==> config.mk <==
export PLATFORM = sky130hd
export DESIGN_NAME = stsad_div
export DESIGN_NICKNAME = d
export VERILOG_FILES = /design/src/stsad_pkg.sv /design/src/stsad_div.sv
export SDC_FILE = /design/constraint.sdc
export NUM_CORES = 1
export LEC_CHECK = 0
export BUFFER_PORTS_ARGS = -buffer_cell sky130_fd_sc_hd__buf_4
export CAP_MARGIN = 20
export CORE_UTILIZATION = 50
export CTS_BUF_LIST = sky130_fd_sc_hd__clkbuf_8
export CTS_CLUSTER_DIAMETER = 200
export DETAILED_ROUTE_END_ITERATION = 10
export PLACE_DENSITY = 0.78
export SLEW_MARGIN = 10
export SYNTH_ARGS = -nofsm -noshare
export SYNTH_HDL_FRONTEND = slang
export SYNTH_SLANG_ARGS = --single-unit
==> constraint.sdc <==
create_clock -name clk -period 4.1 [get_ports clk]
set_clock_uncertainty 0.05 [all_clocks]
set_input_delay 0.82 -clock clk [delete_from_list [all_inputs] [get_ports clk]]
set_output_delay 0.82 -clock clk [all_outputs]
set_load 0.01 [all_outputs]
==> src/stsad_pkg.sv <==
// ----------------------------------------------------------------------------
// stsad_pkg: shared constants, types and helpers
// Sizes of the pixel stores, window, search range and divider.
// ----------------------------------------------------------------------------
`default_nettype none
package stsad_pkg;

  localparam int MAX_WIDTH   = 512;
  localparam int MAX_HEIGHT  = 512;
  localparam int WINDOW_HALF = 5;
  localparam int MAX_SEARCH  = 64;

  localparam int WIN_SIZE  = 2 * WINDOW_HALF + 1;
  localparam int WIN_CW    = $clog2(WIN_SIZE);
  localparam int XW        = $clog2(MAX_WIDTH);
  localparam int YW        = $clog2(MAX_HEIGHT);
  localparam int PIX_AW    = XW + YW;
  localparam int PIX_DEPTH = MAX_WIDTH * MAX_HEIGHT;
  localparam int DW        = $clog2(MAX_SEARCH);
  localparam int COST_W    = 26;
  localparam int SUM_W     = 17;
  localparam int CNT_W     = 7;

  // Divider sizes cover the refinement quotient, the larger of the two uses.
  localparam int DIV_N  = 36;
  localparam int DIV_D  = 31;
  localparam int DIV_CW = $clog2(DIV_N + 1);

  // Register indexes on the configuration port.
  localparam logic [1:0] REG_WIDTH  = 2'd0;
  localparam logic [1:0] REG_HEIGHT = 2'd1;
  localparam logic [1:0] REG_SEARCH = 2'd2;

  typedef struct packed {
    logic             start;
    logic [DIV_N-1:0] dividend;
    logic [DIV_D-1:0] divisor;
  } div_req_t;

  function automatic logic [7:0] absdiff8(input logic [7:0] a, input logic [7:0] b);
    absdiff8 = (a > b) ? (a - b) : (b - a);
  endfunction

  function automatic logic [9:0] pair_diff(input logic [23:0] lw, input logic [23:0] rw);
    pair_diff = {2'b00, absdiff8(lw[23:16], rw[23:16])}
              + {2'b00, absdiff8(lw[15:8], rw[15:8])}
              + {2'b00, absdiff8(lw[7:0], rw[7:0])};
  endfunction

endpackage
`default_nettype wire

==> src/stsad_div.sv <==
// ----------------------------------------------------------------------------
// stsad_div: iterative unsigned divider
// Restoring division, one quotient bit per cycle.
// ----------------------------------------------------------------------------
`default_nettype none
module stsad_div (
  input  wire logic                     clk,
  input  wire logic                     rst_n,
  input  wire stsad_pkg::div_req_t      req,
  output logic                          done,
  output logic [stsad_pkg::DIV_N-1:0]   quotient
);
  import stsad_pkg::*;

  logic [DIV_N-1:0]  quo_r, quo_nxt;
  logic [DIV_D-1:0]  rem_r, rem_nxt;
  logic [DIV_D-1:0]  dvs_r, dvs_nxt;
  logic [DIV_CW-1:0] cnt_r, cnt_nxt;
  logic              run_r, run_nxt;
  logic              done_r, done_nxt;
  logic [DIV_D:0]    trial;

  assign trial = {rem_r, quo_r[DIV_N-1]};

  always_comb begin
    quo_nxt  = quo_r;
    rem_nxt  = rem_r;
    dvs_nxt  = dvs_r;
    cnt_nxt  = cnt_r;
    run_nxt  = run_r;
    done_nxt = 1'b0;
    if (req.start) begin
      quo_nxt = req.dividend;
      rem_nxt = '0;
      dvs_nxt = req.divisor;
      cnt_nxt = '0;
      run_nxt = 1'b1;
    end else if (run_r) begin
      if (trial >= {1'b0, dvs_r}) begin
        rem_nxt = DIV_D'(trial - {1'b0, dvs_r});
        quo_nxt = {quo_r[DIV_N-2:0], 1'b1};
      end else begin
        rem_nxt = trial[DIV_D-1:0];
        quo_nxt = {quo_r[DIV_N-2:0], 1'b0};
      end
      cnt_nxt = cnt_r + 1'b1;
      if (cnt_r == DIV_CW'(DIV_N - 1)) begin
        run_nxt  = 1'b0;
        done_nxt = 1'b1;
      end
    end
  end

  always_ff @(posedge clk) begin
    if (!rst_n) begin
      run_r  <= 1'b0;
      done_r <= 1'b0;
      cnt_r  <= '0;
    end else begin
      run_r  <= run_nxt;
      done_r <= done_nxt;
      cnt_r  <= cnt_nxt;
    end
    quo_r <= quo_nxt;
    rem_r <= rem_nxt;
    dvs_r <= dvs_nxt;
  end

  assign done     = done_r;
  assign quotient = quo_r;

endmodule
`default_nettype wire

==> results of run 1 <==
## cells in the mapped netlist, types with 13 or more instances
master    count
dfxtp_1      39
clkbuf_1     19
edfxtp_1     67
nand2_1      61
a21oi_1      47
mux2_2       37
inv_1        39
o21ai_0      21
nand3_1      15
nor2_1       45
ha_1         32
xnor2_1      14
a311oi_1     13
## path summary, 6_finish.rpt
check | from | end | slack (ns) | cells after the start
worst max-delay path | quotient[35] | rem_r[16] | 0.72 | 12
worst min-delay path | cnt_r[5] | done | 0.44 | 2
worst max register to register | quotient[35] | rem_r[16] | 0.72 | 12
worst min register to register | cnt_r[5] | done | 0.44 | 2
## report_power, final
part           total [mW]  leakage [nW]  internal, mW  switching [mW]
Clock               0.650        0.0983         0.240           0.410
Sequential           1.27         0.985          1.23          0.0443
Combinational       0.569          1.92         0.268           0.301
## layer usage
metal / routed length (um) / part of all wire [%]
met1: 6000 / 43
met2: 6750 / 49
met4: 279 / 2.0
met3: 822 / 5.9
met5: 0 / 0
## worst max-delay path: stages, from the launching register on
cell	delay, ns
edfxtp_1	0.43
inv_1	0.08
ha_1	0.18
fa_1	0.19
nand2b_1	0.15
a21oi_1	0.11
o2111a_1	0.30
or4b_4	0.56
a211oi_2	0.40
nor2_2	0.22
buf_4	0.24
a211o_1	0.26
a21oi_1	0.13
## area by class of cell
class,count,area share (%)
clock buffers,9,1.72
multi-input cells,437,42.3
inverters,40,2.08
repair buffers,111,11.6
flip-flops and latches,106,38.8
well taps,147,2.55
clock inverters,7,0.990
## registers in the layout, summed over array words and instances, names as in the netlist
name      count
run_r         1
done          1
quotient     36
cnt_r         6
rem_r        31
dvs_r        31
## cells by family (layout without fill, tap and decap cells)
group,after synthesis,after routing
AND/OR/NAND/NOR,189,189
AO/OA/AOI/OAI,152,152
flip-flops,106,106
buffers and inverters,69,167
multiplexers,41,41
adder cells (fa/ha/maj),33,33
XOR/XNOR,22,22
==> impl_metrics.ini, run 1 <==
[outcome]
outcome = complete, no violations

[yosys]
synth-warning-count = 0
synth_top_family_by_area = compound AO/OA/AOI/OAI gates
yosys.area.top_type = edfxtp_1
synthArstFlopShare_pct = 0
yosys.area.top_type_share_pct = 32.7
synthXorXnorAreaFrac_pct = 3.13
synthTopCellsByArea = edfxtp_1 33%, dfxtp_1 13%, mux2_2 6.8%
synthSimpleGateAreaFrac_pct = 15.1
synth_cell_types = 77
synth_fp_nets = 715
ys.flop_type = edfxtp_1
seq_area_frac_synth_pct = 45.4
synth_compound_area_share_pct = 17.1
synth_edf_count = 67
synth_seq_cells = 106
synthAdderAreaFrac_pct = 6.83
synthCells = 612
synthMuxAreaShare_pct = 7.42
synth_area_mm2 = 0.00615
synth_area_per_cell_um2 = 10.1

[floorplanning]
io_pins = 107
coreArea_mm2 = 0.0120
die_w_um = 113
die_y_um = 113
dieArea_mm2 = 0.0128
start_util_pct = 51.2
rows = 40

[pwr]
power_leakage_nw = 3.00
power_mw = 2.49
p_per_area_mw_per_mm2 = 346
ir_worst_vdd_mv = 0.294

[cts]
tritoncts = yes
cts_buffers = 9
clkTransAtPathRegs_ns = 0.12
clock_path_buffers = 2
ctsResizeCount = 0
ctsHoldBuffers = 0
cts_setup_buffers = 0
h-tree-depth = 3
cts_sinks = 106
cts_root_buffer = clkbuf_8
clk_latency_ns = 0.40

[route]
drt_iter0_drc = 263
via_per_inst = 5.74
first_pass_iters = 5
vias = 4917
avgRoutedWirePerCell_um = 16.2
drc = 0
drt_wl_total_um = 13900
antenna_left = 0

[global_route]
busiest_layer = met2
grt.met3_usage_pct = 5.89
overflow = 0
antenna_found_initial = 0
use_met2_pct = 36.6
use_met1_pct = 27.7
grt_pass1_wl_um = 22300
grt_use_total_pct = 22.0
grt_max_degree = 67
grt_pass1_vias = 4746

[sta]
finalHoldViolCount = 0
slew_headroom_pct = 44.7
setup_ws_ns = 0.723
rsz0062_at_grt = false
fmax_mhz = 296
tns_ns = 0
worst_pin_slew_ns = 0.829
fin_crit_ns = 3.38
setup_viol = 0
drv_slew = 0
hold_slack_ns = 0.438
finalCritPeriodShare_pct = 82.4

[critical_path]
worstSetupEndpointType = register
cp_max_fo = 13
critical_path_required_ns = 4.38
worstPathArrival_ns = 3.66
start_kind = register
path_class = reg2reg

[placement]
dp_slack_ns = 0.777
placedCellCount = 841
io_buffers = 106
post_dp_cell_area_mm2 = 0.00701
routabilityCongestion = 0.902
post-dp-hpwl_um = 9880

[finish]
multi_input_area_mm2 = 0.00305
final_common_cell = buf_4
diodes = 0
area_growth_pct = 17.1
final_cell_mix = 111 x buf_4, 67 x edfxtp_1, 61 x nand2_1
fillers = 1007
fin_util_pct = 60.0
final_cell_count_no_fill = 857
ff_latch_area_mm2 = 0.00279
final_layout_size_suffix_gt1_share_pct = 25.9
finalNetCount = 808
final_cell_area_mm2 = 0.00721

[job]
max_cap_violations = 0

[hold_path]
hold_path_class = reg2reg
Note: power is estimated with default switching activity, not from simulation.
==> inputs of run 2 (changes only) <==
- PLACE_DENSITY: 0.78 -> 0.81
- clock period: 4.1 -> 3.1 ns (I/O delays scaled with it)
==> impl_metrics.ini, run 2 (same netlist as run 1, synthesis figures left out) <==
[outcome]
outcome = complete, no violations

[cts]
clk_latency_ns = 0.41
cts_root_buffer = clkbuf_8
ctsHoldBuffers = 0
clkTransAtPathRegs_ns = 0.12
cts_sinks = 106
cts_buffers = 9
clock_path_buffers = 2
tritoncts = yes
h-tree-depth = 3

[route]
drt_iter0_drc = 428
drt_wl_total_um = 14600
first_pass_iters = 5
drc = 0
vias = 5153
avgRoutedWirePerCell_um = 16.6
antenna_left = 0
via_per_inst = 5.88

[critical_path]
r2r-end = rem_r[0]
cp_max_fo = 7
cp_num_buf_inv = 2
critical_path_required_ns = 3.33
start_kind = register
worstSetupEndpointType = register
cp_slowest_cell = or4b_4
critPathCapture = rem_r[0]
r2r-start = quotient[35]
worstPathArrival_ns = 3.27
path_cells = inv_1 > ha_2 > fa_2 > nand2b_4 > a21oi_2 > o2111a_1 > or4b_4 > a211oi_4 > nor2_4 > buf_4 > o211ai_1 > a21oi_1
r2r_slack_ns = 0.06
reg2reg_depth = 12
slowest_delay_ns = 0.55
crit_path_start = quotient[35]
path_delay_family = compound AO/OA/AOI/OAI gates
worst-path-stages = 12
path_class = reg2reg

[sta]
setup_ws_ns = 0.0643
finalHoldViolCount = 0
finalCritPeriodShare_pct = 97.9
setup_viol = 0
hold_slack_ns = 0.327
drv_slew = 0
slew_headroom_pct = 62.4
fmax_mhz = 329
fin_crit_ns = 3.04
worst_pin_slew_ns = 0.559
tns_ns = 0

[placement]
io_buffers = 106
placedCellCount = 853
post_dp_cell_area_mm2 = 0.00711
routabilityCongestion = 0.897
dp_slack_ns = -0.0983
post-dp-hpwl_um = 9880

[finish]
area_growth_pct = 21.0
final_cell_area_mm2 = 0.00744
largest_register_ffs = 36
final_cell_mix = 126 x buf_4, 67 x edfxtp_1, 60 x nand2_1
diodes = 0
final_cell_count_no_fill = 876
final_layout_size_suffix_gt1_share_pct = 29.5
finalNetCount = 827
final_common_cell = buf_4

[pwr]
p_int_mw = 2.33
p_per_area_mw_per_mm2 = 452
p_comb_share_pct = 24.2
p_switching_mw = 1.03
switching_share_pct = 30.7
sequentialPowerShare_pct = 50.1
ir_worst_vdd_mv = 0.358
power_leakage_nw = 3.13
clock_power_share_pct = 25.7

[global_route]
grt_pass1_vias = 4911
grt_pass1_wl_um = 23200
antenna_found_initial = 0
overflow = 0
grt_max_degree = 97
grt_use_total_pct = 22.9

[floorplanning]
die_w_um = 113
die_y_um = 113
io_pins = 107
rows = 40
coreArea_mm2 = 0.0120
start_util_pct = 51.2
dieArea_mm2 = 0.0128

[job]
max_cap_violations = 0

[hold_path]
hold_path_class = in2reg
min_from = req[19]
run 2: cell count changes in the layout (fill, tap and decap cells not counted), sizes merged:
| cell | previous run | this run |
|---|---|---|
| buf | 111 | 128 |
| nand2 | 62 | 64 |
run 2: power groups by stage:
stage | Clock [mW] | Combinational (mW) | Sequential (mW)
global route | 0.935 | 0.887 | 1.70
floorplan | 0 | 0.479 | 1.73
finish | 0.865 | 0.813 | 1.68
CTS | 0.897 | 0.782 | 1.68
detailed placement | 0 | 0.769 | 1.71
global placement | 0 | 0.746 | 1.71
run 2: timing repair:
action | in CTS | in global routing
endpoints found under the hold margin | 0 | 0
gates cloned | 1 | 1
buffers inserted | 0 | 5
gates resized for setup | 4 | 14
pin swaps | 2 | 9
setup endpoints to repair | 8 | 30
run 2: worst min path at each step:
stage                      endpoint  slack, ns  cells after the start
after detailed placement  rem_r[16]       0.44                      2
after floorplan                done       0.39                      2
after global placement     cnt_r[5]       0.42                      2
after global routing      dvs_r[17]       0.31                      1
final                     dvs_r[19]       0.33                      1
after CTS                 dvs_r[19]       0.30                      1
run 2: worst register-to-register path, cell delays in order (launching register included):
cell,delay (ns)
edfxtp_1,0.40
inv_1,0.07
ha_2,0.19
fa_2,0.21
nand2b_4,0.14
a21oi_2,0.06
o2111a_1,0.27
or4b_4,0.55
a211oi_4,0.40
nor2_4,0.12
buf_4,0.18
o211ai_1,0.18
a21oi_1,0.09
run 2: through the flow:
stage | util (%) | total power, mW
floorplan | - | 2.20
global placement | 59.2 | 2.46
detailed placement | 59.2 | 2.48
CTS | 61.1 | 3.36
global route | 62.0 | 3.52
finish | 62.0 | 3.36
run 2: layer usage:
layer	up-vias	track usage [%]	part of all wire [%]
met2	174	37.2	49
met1	2474	29.3	43
met5	-	0	0
met4	0	10.6	2.2
li1	2478	-	-
met3	27	5.09	5.6
run 2: area by class of cell:
class                           instances  area [um^2]
Fill cell                             987         4570
Multi-Input combinational cell        439         3140
Clock inverter                          7         77.6
Timing Repair Buffer                  128          977
Tap cell                              147          184
Sequential cell                       106         2790
Clock buffer                            9          124
Inverter                               40          150
