File: src/stsad_ram.sv
// ----------------------------------------------------------------------------
// stsad_ram: generic simple dual-port RAM
// One write port and one read port with registered read data.
// ----------------------------------------------------------------------------
`default_nettype none
module stsad_ram #(
  parameter int WIDTH = 8,
  parameter int DEPTH = 64
) (
  input  wire logic                     clk,
  input  wire logic                     we,
  input  wire logic [$clog2(DEPTH)-1:0] waddr,
  input  wire logic [WIDTH-1:0]         wdata,
  input  wire logic [$clog2(DEPTH)-1:0] raddr,
  output logic      [WIDTH-1:0]         rdata
);

  logic [WIDTH-1:0] mem [DEPTH];

  always_ff @(posedge clk) begin
    if (we) begin
      mem[waddr] <= wdata;
    end
    rdata <= mem[raddr];
  end

endmodule
`default_nettype wire

File: config.mk
export PLATFORM = sky130hd
export DESIGN_NAME = stsad_ram
export DESIGN_NICKNAME = d
export VERILOG_FILES = /design/src/stsad_ram.sv
export SDC_FILE = /design/constraint.sdc
export NUM_CORES = 1
export LEC_CHECK = 0
export ABC_CLOCK_PERIOD_IN_PS = 1900
export BUFFER_PORTS_ARGS = -buffer_cell sky130_fd_sc_hd__buf_2
export CAP_MARGIN = 20
export CORE_ASPECT_RATIO = 2
export CORE_MARGIN = 5
export CORE_UTILIZATION = 40
export CTS_BUF_LIST = sky130_fd_sc_hd__clkbuf_16
export CTS_CLUSTER_DIAMETER = 200
export CTS_CLUSTER_SIZE = 25
export DETAILED_ROUTE_END_ITERATION = 10
export HOLD_SLACK_MARGIN = 0.15
export PLACE_DENSITY = 0.66
export SLEW_MARGIN = 15
export SYNTH_ARGS = -nofsm -noshare
export SYNTH_HDL_FRONTEND = slang
export SYNTH_SLANG_ARGS = --single-unit
File: constraint.sdc
create_clock -name clk -period 1.9 [get_ports clk]
set_clock_uncertainty 0.05 [all_clocks]
set_input_delay 0.095 -clock clk [delete_from_list [all_inputs] [get_ports clk]]
set_output_delay 0.095 -clock clk [all_outputs]
set_load 0.02 [all_outputs]
==> results.md, run 1 <==
Run status:
- The run finished with clean final reports.

Global route:
- The residual overflow from global routing is 0.
- The initial antenna violation count is 2.
- Entering global routing, the biggest net connects 65 pins.
- The number of global-route vias before repair was 10.60k.
- The first global-routing pass estimated 70790 µm of wire.
- The total global-route track usage is 17.49%.

Placed design:
- The quantity of I/O buffers inserted on ports is 29.
- The congestion estimate from routability-driven global placement came to 0.8372.
- Once placement finished, the instance area stood at 22140 µm².
- The sum of net half-perimeters after detailed placement is 33270 µm.
- The cell total after placement is 1717.

Logic synthesis:
- For this run, the number of Yosys warnings is 0.
- The cell taking the most area after synthesis is sky130_fd_sc_hd__edfxtp_1.
- The area share of the leading cell type in the synthesized netlist is 76.24%.
- The synthesized flop and latch total is 520.
- After synthesis, the mean cell area works out to 21.45 µm².
- The post-synth net total is 962.
- Counting every instance in the synthesized netlist gives 940.
- The sequential area share after synthesis is 77.03%.
- The cell area after synthesis is 20170 µm².
- The distinct cell type count after synthesis is 40.
- By area the synthesized netlist is led by sky130_fd_sc_hd__edfxtp_1, sky130_fd_sc_hd__mux4_2, sky130_fd_sc_hd__nor2_1.

Clocking:
- CTS placed an instance of sky130_fd_sc_hd__clkbuf_16 at the clock tree root.
- The count of clock tree sinks is 520.
- CTS built an H-tree with a depth of 1.
- The clock passes through at most 3 buffers.
- Clock latency on the worst-skew pair, taken at its later pin, is 0.58 ns.
- The TritonCTS clock tree is yes.
- Clock-pin slew was measured on the worst setup and hold paths at 0.10 ns.
- Buffers inserted during clock tree synthesis total 24.

Finish:
- The count of filler cells inserted in the layout is 4131.
- Leaving out fill and tap cells, the most frequent cells in the layout are sky130_fd_sc_hd__edfxtp_1, sky130_fd_sc_hd__buf_4, sky130_fd_sc_hd__mux4_2, sky130_fd_sc_hd__nor2_1, sky130_fd_sc_hd__buf_2.
- In the final design database the tool counted 1133 nets.
- The most common cell after layout, fill and taps aside is sky130_fd_sc_hd__edfxtp_1.
- Cells with a size suffix above 1 make up 32.18% of the layout.
- The post-route non-filler standard cell count is 1779.
- The area growth from synthesis to layout is 14.68%.
- The final standard cell utilization of the core is 46.19%.
- The final non-filler cell area is 23130 µm².

Detailed routing:
- The total length of routed wires is 48340 µm.
- In the routed design, unresolved DRC markers number 0.
- The via total after detailed routing is 9923.
- The pre-antenna-repair detailed-routing pass consisted of 5 iterations.
- After the first detailed-routing iteration, the DRC count stood at 825.
- The wire length per cell after detailed routing is 27.17 µm.
- The post-route antenna net violation count is 0.
- Using the TritonRoute via totals, the vias-per-cell ratio works out to 5.578.

STA:
- The final number of max-transition violations is 0.
- Static timing analysis puts the maximum clock frequency at 530.6 MHz.
- The tightest hold path in the finished design has a slack of 0.1848 ns.
- In the finished design, the share of the clock period the worst path needs comes to 99.19%.
- The number of hold violations in the final report came to 0.
- In this run the tightest slew margin relative to its limit is 33.86%.
- Setup total negative slack on the finished layout was measured at 0 ns.
- Setup repair after global routing could not meet its margin everywhere.
- The transition at the pin with the smallest max-transition slack is 0.9921 ns.
- After layout, the minimum clock period comes to 1.885 ns.
- Setup violations remaining at the end of the flow were counted as 0.

Power:
- Of the total power, the clock network draws 29.0%.
- In this run, the combinational gates consume 7.1% of the power.
- Summed over all nets, the switching power comes to 4.229 mW.
- The register share of total power is 63.8%.
- The cell area power density is 860.8 nW/µm².
- The cell internal power dissipation is 15.68 mW.
- The fraction of power spent switching nets is 21.24%.
- The total leakage power is 7.406 nW.
- IR analysis of the VDD net gives a maximum drop of 0.6868 mV.

Worst setup path:
- STA puts the critical path data arrival time at 2.28 ns.
- Data on the critical path is required at its endpoint by 2.30 ns.
- The top fanout value on the critical path is 1.
- The worst setup path is of the reg2reg kind.
- The element type at the critical path end is a register.
- The worst setup path is launched from a register.

Floorplan:
- The die covers 55280 µm².
- The core region is 50070 µm².
- The floorplan has 116 rows.
- The initial utilization of the core area, before any placement, comes to 40.27%.
- Measured along the y axis, the die boundary spans 327.5 µm.
- The boundary pin count is 30.
- In this run the horizontal extent of the chip is 168.8 µm.

Job:
- The tool flagged a number of max-cap violations equal to 0.

Hold path:
- The worst hold path class is in2reg.
[through the flow]
| step | total power [mW] | setup WS, ns |
|---|---|---|
| 5_1_grt | 20.51 | -0.01748 |
| 3_5_place_dp | 14.34 | -0.2640 |
| 4_1_cts | 20.04 | 0.003284 |
| 2_1_floorplan | 13.66 | 0.08728 |
| 6_report | 19.91 | 0.01536 |
| 3_3_place_gp | 14.32 | -0.2749 |
[critical path: stages, from the launching register on]
cell	delay (ns)
sky130_fd_sc_hd__edfxtp_1	0.37
sky130_fd_sc_hd__mux4_2	0.55
sky130_fd_sc_hd__mux4_2	0.52
sky130_fd_sc_hd__o21ai_2	0.16
sky130_fd_sc_hd__o41ai_1	0.10
[cells in the mapped netlist]
master / number
sky130_fd_sc_hd__o21ai_0: 2
sky130_fd_sc_hd__o21ai_1: 2
sky130_fd_sc_hd__o311ai_1: 1
sky130_fd_sc_hd__a22oi_1: 3
sky130_fd_sc_hd__a31oi_1: 1
sky130_fd_sc_hd__o41ai_1: 2
sky130_fd_sc_hd__dfxtp_1: 8
sky130_fd_sc_hd__nand3_1: 13
sky130_fd_sc_hd__buf_1: 4
sky130_fd_sc_hd__nor3_1: 7
sky130_fd_sc_hd__a2111oi_0: 2
sky130_fd_sc_hd__o221ai_1: 8
sky130_fd_sc_hd__a221oi_1: 6
sky130_fd_sc_hd__o2bb2ai_1: 3
sky130_fd_sc_hd__nor2_1: 83
sky130_fd_sc_hd__o221a_2: 2
sky130_fd_sc_hd__nand4b_1: 1
sky130_fd_sc_hd__or3_1: 1
sky130_fd_sc_hd__mux2i_1: 23
sky130_fd_sc_hd__buf_4: 13
sky130_fd_sc_hd__clkbuf_1: 17
sky130_fd_sc_hd__buf_2: 11
sky130_fd_sc_hd__buf_6: 4
sky130_fd_sc_hd__nand3b_1: 3
sky130_fd_sc_hd__nor2b_1: 14
sky130_fd_sc_hd__nand2b_1: 7
sky130_fd_sc_hd__o21a_1: 2
sky130_fd_sc_hd__edfxtp_1: 512
sky130_fd_sc_hd__nor4_1: 2
sky130_fd_sc_hd__o32ai_1: 2
sky130_fd_sc_hd__a21oi_1: 3
sky130_fd_sc_hd__nand4_1: 2
sky130_fd_sc_hd__buf_12: 2
sky130_fd_sc_hd__and2_1: 1
sky130_fd_sc_hd__a211oi_1: 4
sky130_fd_sc_hd__mux2_2: 13
sky130_fd_sc_hd__mux4_2: 126
sky130_fd_sc_hd__nand2_1: 19
sky130_fd_sc_hd__o22ai_1: 8
sky130_fd_sc_hd__o2111ai_1: 3
[power by group through the flow]
stage | logic, mW | clock network [mW] | registers, mW
2_1_floorplan | 0.677 | 0 | 13.0
3_3_place_gp | 1.35 | 0 | 13.0
3_5_place_dp | 1.37 | 0 | 13.0
4_1_cts | 1.41 | 5.92 | 12.7
5_1_grt | 1.50 | 6.29 | 12.7
6_report | 1.42 | 5.78 | 12.7
[state kept, by name (all words and copies together), names as in the netlist]
signal  flops
mem       512
rdata       8
[cells by family after synthesis]
group | share of synthesized area (%)
AO/OA/AOI/OAI | 2.072
buffers and inverters | 1.570
flip-flops | 77.03
multiplexers | 15.94
AND/OR/NAND/NOR | 3.387
[area by class of cell]
cell class | count | area [µm²] | share of cell area [%]
flip-flops and latches | 520 | 15530 | 67.17
multi-input cells | 369 | 4422 | 19.12
repair buffers | 196 | 1657 | 7.163
well taps | 649 | 812.0 | 3.511
clock buffers | 25 | 625.6 | 2.705
clock inverters | 18 | 71.32 | 0.3084
diodes | 2 | 5.005 | 0.02164
[final timing paths]
| path | slack [ns] | end | depth (start not counted) | startpoint |
|---|---|---|---|---|
| worst max-delay path | 0.02 | rdata[3]$_DFF_P_ | 4 | mem[34][3]$_DFFE_PP_ |
| worst min-delay path | 0.18 | mem[63][0]$_DFFE_PP_ | 1 | wdata[0] |
| worst max register to register | 0.02 | rdata[3]$_DFF_P_ | 4 | mem[34][3]$_DFFE_PP_ |
| worst min register to register | 0.84 | rdata[6]$_DFF_P_ | 3 | mem[30][6]$_DFFE_PP_ |
[what timing repair did]
action                                 CTS  global route
pin swaps                                2             3
buffers inserted                         0             0
gates resized for setup                 10            15
setup endpoints to repair                7            10
endpoints found under the hold margin  379            23
hold buffers                            15             1
[per-layer routing]
| layer | share of wire (%) | global-route usage [%] | vias up | routed length (µm) |
|---|---|---|---|---|
| met5 | 0.027 | 0 | - | 13 |
| met2 | 58 | 34.20 | 315 | 27910 |
| met4 | 4.6 | 7.222 | 2 | 2239 |
| met1 | 33 | 18.84 | 5271 | 15890 |
| li1 | - | - | 4240 | - |
| met3 | 4.7 | 1.715 | 95 | 2286 |
Note: power is estimated with default switching activity, not from simulation.
==> run 2, diff against run 1 <==
--- a/config.mk
+++ b/config.mk
@@ -5,9 +5,12 @@
 export SDC_FILE = /design/constraint.sdc
 export NUM_CORES = 1
 export LEC_CHECK = 0
+export ABC_AREA = 1
 export ABC_CLOCK_PERIOD_IN_PS = 1900
 export BUFFER_PORTS_ARGS = -buffer_cell sky130_fd_sc_hd__buf_2
 export CAP_MARGIN = 20
+export CELL_PAD_IN_SITES_DETAIL_PLACEMENT = 0
+export CELL_PAD_IN_SITES_GLOBAL_PLACEMENT = 1
 export CORE_ASPECT_RATIO = 2
 export CORE_MARGIN = 5
 export CORE_UTILIZATION = 40
@@ -16,7 +19,7 @@
 export CTS_CLUSTER_SIZE = 25
 export DETAILED_ROUTE_END_ITERATION = 10
 export HOLD_SLACK_MARGIN = 0.15
-export PLACE_DENSITY = 0.66
+export PLACE_DENSITY = 0.78
 export SLEW_MARGIN = 15
 export SYNTH_ARGS = -nofsm -noshare
 export SYNTH_HDL_FRONTEND = slang
==> results.md, run 2 <==
Hold path:
- The min-delay analysis places its worst path in the category in2reg.
- The cell depth of the worst min-delay path is 2 (+1).

STA:
- The final number of max-transition violations was 0 (unchanged).
- Setup repair after global routing left no endpoint under its margin.
- The maximum achievable frequency was 620.4 MHz (+17%).
- The number of setup violations in the final report came to 0 (unchanged).
- The clock period minus worst slack was 1.612 ns (-0.2728 ns).
- The transition at the pin with the smallest max-transition slack was 0.8342 ns (-0.1579 ns).
- The headroom to the max-slew limit is 44.39% (+11 points).
- The part of the cycle the worst path needs is 84.83% (-14 points).
- The number of hold violations in the final report is 0 (unchanged).

Finish:
- The flip-flop and latch area is 15530 µm² (unchanged).
- The most common cell after layout, fill and taps aside is sky130_fd_sc_hd__nand2_1.
- The final standard cell utilization of the core was 44.55% (-1.6 points).
- The count of filler cells inserted in the layout came to 4844 (+17%).
- Compared with the post-synthesis result, the final layout area differs by 10.05%.
- In the final layout, the registers with the most flip-flops are mem x512, rdata x8.
- The final non-filler cell area is 23480 µm² (+1.5%).
- The post-route non-filler standard cell count is 2558 (+44%).
- The number of flip-flops in the largest register was 512 (unchanged).
- The largest register by flop count is mem.
- The area of combinational cells with multiple inputs was 4946 µm² (+12%).
- Leaving out fill and tap cells, the most frequent cells in the layout are sky130_fd_sc_hd__nand2_1, sky130_fd_sc_hd__edfxtp_1, sky130_fd_sc_hd__nand3_1, sky130_fd_sc_hd__buf_4, sky130_fd_sc_hd__nor2_1.
- The ratio of cells with drive above 1 in the final layout is 9.091% (-23 points).
- The final net count came to 1896 (+67%).

Detailed routing:
- The total length of routed wires came to 54550 µm (+13%).
- The detailed router's first-iteration violation count is 1124 (+36%).
- The detailed-route DRC error count is 0 (unchanged).
- The post-route antenna net violation count is 0 (unchanged).
- The wire length per cell after detailed routing is 21.32 µm (-22%).
- The post-detailed-route via-to-cell ratio is 5.391 (-3.3%).
- The number of iterations in the first detailed-routing pass is 5 (unchanged).
- The via total after detailed routing was 13.79k (+39%).

Floorplan:
- The die outline area is 58350 µm² (+5.5%).
- The starting density of the core was 40.49% (+0.21 points).
- The number of cell rows was 119 (+2.6%).
- The boundary pin count is 30 (unchanged).
- The placeable core area came to 52710 µm² (+5.3%).
- The y dimension of the die is 336.6 µm (+2.8%).
- The horizontal die dimension came to 173.3 µm (+2.7%).

Power:
- The cell area power density is 853.4 nW/µm² (-0.86%).
- The peak supply drop is 0.8268 mV (+20%).
- The power share of the combinational group is 8.0% (+0.9 points).
- The net switching power of the design was 4.504 mW (+6.5%).
- The register share of total power was 63.4% (-0.4 points).
- The post-layout total power is 20.04 mW (+0.67%).
- The total leakage power was 8.514 nW (+15%).
- The fraction of power spent switching nets is 22.47% (+1.2 points).
- The cell internal power dissipation is 15.54 mW (-0.91%).
- The share of power burned in the clock network is 28.5% (-0.5 points).

Clocking:
- The buffer depth of the longest clock path is 3 (unchanged).
- The TritonCTS clock tree is yes.
- CTS placed an instance of sky130_fd_sc_hd__clkbuf_16 at the clock tree root.
- The buffers inserted during post-CTS setup optimization is 0 (unchanged).
- The CTS H-tree depth came to 1 (unchanged).
- The clock network latency to the later pin of the worst-skew pair is 0.57 ns (about the same).
- The clock slew seen by the registers of the worst setup and hold paths is 0.10 ns (about the same).
- The total clock buffers created by CTS is 24 (unchanged).
- The count of clock tree sinks is 520 (unchanged).

Logic synthesis:
- The synthesized flop and latch total is 520 (unchanged).
- The sequential area share after synthesis came to 72.80% (-4.2 points).
- The number of instances in the synthesized netlist is 1805 (+92%).
- The average size of a mapped cell is 11.82 µm² (-45%).
- For this run, the leading register cell type out of synthesis is sky130_fd_sc_hd__edfxtp_1.
- In the synthesized netlist, the cells that appear most often are sky130_fd_sc_hd__nand2_1, sky130_fd_sc_hd__edfxtp_1, sky130_fd_sc_hd__nand3_1.
- The cell area after synthesis is 21340 µm² (+5.8%).
- The most used standard cell by instance count after synthesis is sky130_fd_sc_hd__nand2_1.
- The area share of the leading cell type in the synthesized netlist is 72.05% (-4.2 points).
- The share of synthesized registers carrying an async set or reset came to 0% (unchanged).
- The post-synth net total is 1827 (+90%).
- After synthesis, the cell types taking the most area are sky130_fd_sc_hd__edfxtp_1, sky130_fd_sc_hd__nand2_1, sky130_fd_sc_hd__nand3_1.
- The largest total area in the synthesized netlist belongs to sky130_fd_sc_hd__edfxtp_1.
- The distinct cell type count after synthesis came to 16 (-60%).
- The Yosys warning count was 0 (unchanged).
- The number of synthesized flops with an enable pin is 512 (unchanged).

Run status:
- The flow ran to the end, and the final reports show no timing, DRC or antenna violations.

Placed design:
- The quantity of I/O buffers inserted on ports is 29 (unchanged).
- The weighted congestion at the end of routability-driven global placement was 0.8374 (about the same).
- The standard cell area after detailed placement is 22650 µm² (+2.3%).
- The sum of net half-perimeters after detailed placement was 33770 µm (+1.5%).
- The cell total after placement is 2500 (+46%).

Worst setup path:
- The buffer and inverter count on the worst path is 4 (+4).
- The most common cell type on the critical path is sky130_fd_sc_hd__dlygate4sd3_1.
- The depth of the critical timing path with buffers and inverters included is 5 (+1).
- The required arrival time at the worst endpoint came to 2.14 ns (-0.16 ns).
- The top fanout value on the critical path came to 9 (+8).
- For this design, the slowest cell found on the critical path is sky130_fd_sc_hd__dlygate4sd3_1.
- By startpoint and endpoint, the worst setup path is classified as in2reg.
- The endpoint arrival time on the critical path is 1.85 ns (-0.43 ns).
- The kind of cell with the highest combined delay on the critical path is buffers and inverters.
- The worst reg-to-reg path cell count is 8 (+4).
- STA classifies the critical path startpoint as an input pin.
- The critical path goes through dlygate4sd3_1, buf_2, nor4_1, dlygate4sd3_1, buf_4.
- The worst setup path is captured at a register.
- The longest individual stage delay on the worst path is 0.58 ns (+0.03 ns).

Job:
- The max-capacitance violation count is 0 (unchanged).

Global route:
- The residual overflow from global routing was 0 (unchanged).
- The total global-route track usage is 18.35% (+0.87 points).
- The number of global-route vias before repair is 13.43k (+27%).
- The maximum number of pins on one net before global-route repair is 97 (+49%).
- The initial antenna violation count is 1 (-1).
- The first-pass GRT wire length is 82410 µm (+16%).
==> run 2: kinds of logic after synthesis <==
family	after synthesis	share of synthesized area, %
buf+inv	125	4.022
simple gates	1160	23.18
flops	520	72.80
==> run 2: repair_timing <==
item,4_1_cts,5_1_grt
resized for setup,0,0
hold endpoints to repair,435,0
hold buffers,13,0
==> run 2: power groups by stage <==
| stage | Sequential, mW | Combinational (mW) | Clock [mW] |
|---|---|---|---|
| 4_1_cts | 12.7 | 1.62 | 5.86 |
| 5_1_grt | 12.7 | 1.75 | 6.25 |
| 2_1_floorplan | 13.0 | 0.892 | 0 |
| 3_3_place_gp | 13.0 | 1.58 | 0 |
| 6_report | 12.7 | 1.61 | 5.72 |
| 3_5_place_dp | 13.0 | 1.60 | 0 |
==> run 2: layout make-up <==
class                           instances  share of cell area, %
Sequential cell                       520                  66.15
Multi-Input combinational cell       1160                  21.06
Timing Repair Buffer                  156                  6.026
Tap cell                              665                  3.543
Clock buffer                           25                  2.664
Clock inverter                         19                 0.3197
Inverter                               12                 0.2238
Antenna cell                            1                0.01066
==> run 2: metal layers <==
| metal | share of wire [%] | up-vias | track usage (%) |
|---|---|---|---|
| li1 | - | 6451 | - |
| met3 | 4.4 | 112 | 1.301 |
| met4 | 4.6 | 0 | 8.075 |
| met1 | 36 | 6809 | 20.90 |
| met5 | 0 | - | 0 |
| met2 | 55 | 419 | 35.16 |
==> run 2: worst paths after layout <==
kind	slack [ns]	from	end
max	0.29	waddr[2]	mem[48][4]$_DFFE_PP_
max reg2reg	0.47	mem[59][3]$_DFFE_PP_	rdata[3]$_DFF_P_
min reg2reg	0.77	mem[16][6]$_DFFE_PP_	rdata[6]$_DFF_P_
min	0.15	wdata[1]	mem[15][1]$_DFFE_PP_
==> run 2: worst reg2reg max path, delay by kind of cell, from the launching register on <==
kind | cells | cell delay (ns)
and+or+nand+nor | 8 | 0.91
DFF | 1 | 0.37
==> run 2: metrics by stage <==
step | hold slack [ns] | TNS (ns) | setup WS, ns
after floorplan | 0.1439 | -0.7113 | -0.01112
after global placement | 0.4275 | 0 | 0.1773
after detailed placement | 0.4437 | 0 | 0.1710
after CTS | 0.1808 | 0 | 0.3155
after global routing | 0.1795 | 0 | 0.2721
final | 0.1475 | 0 | 0.2882
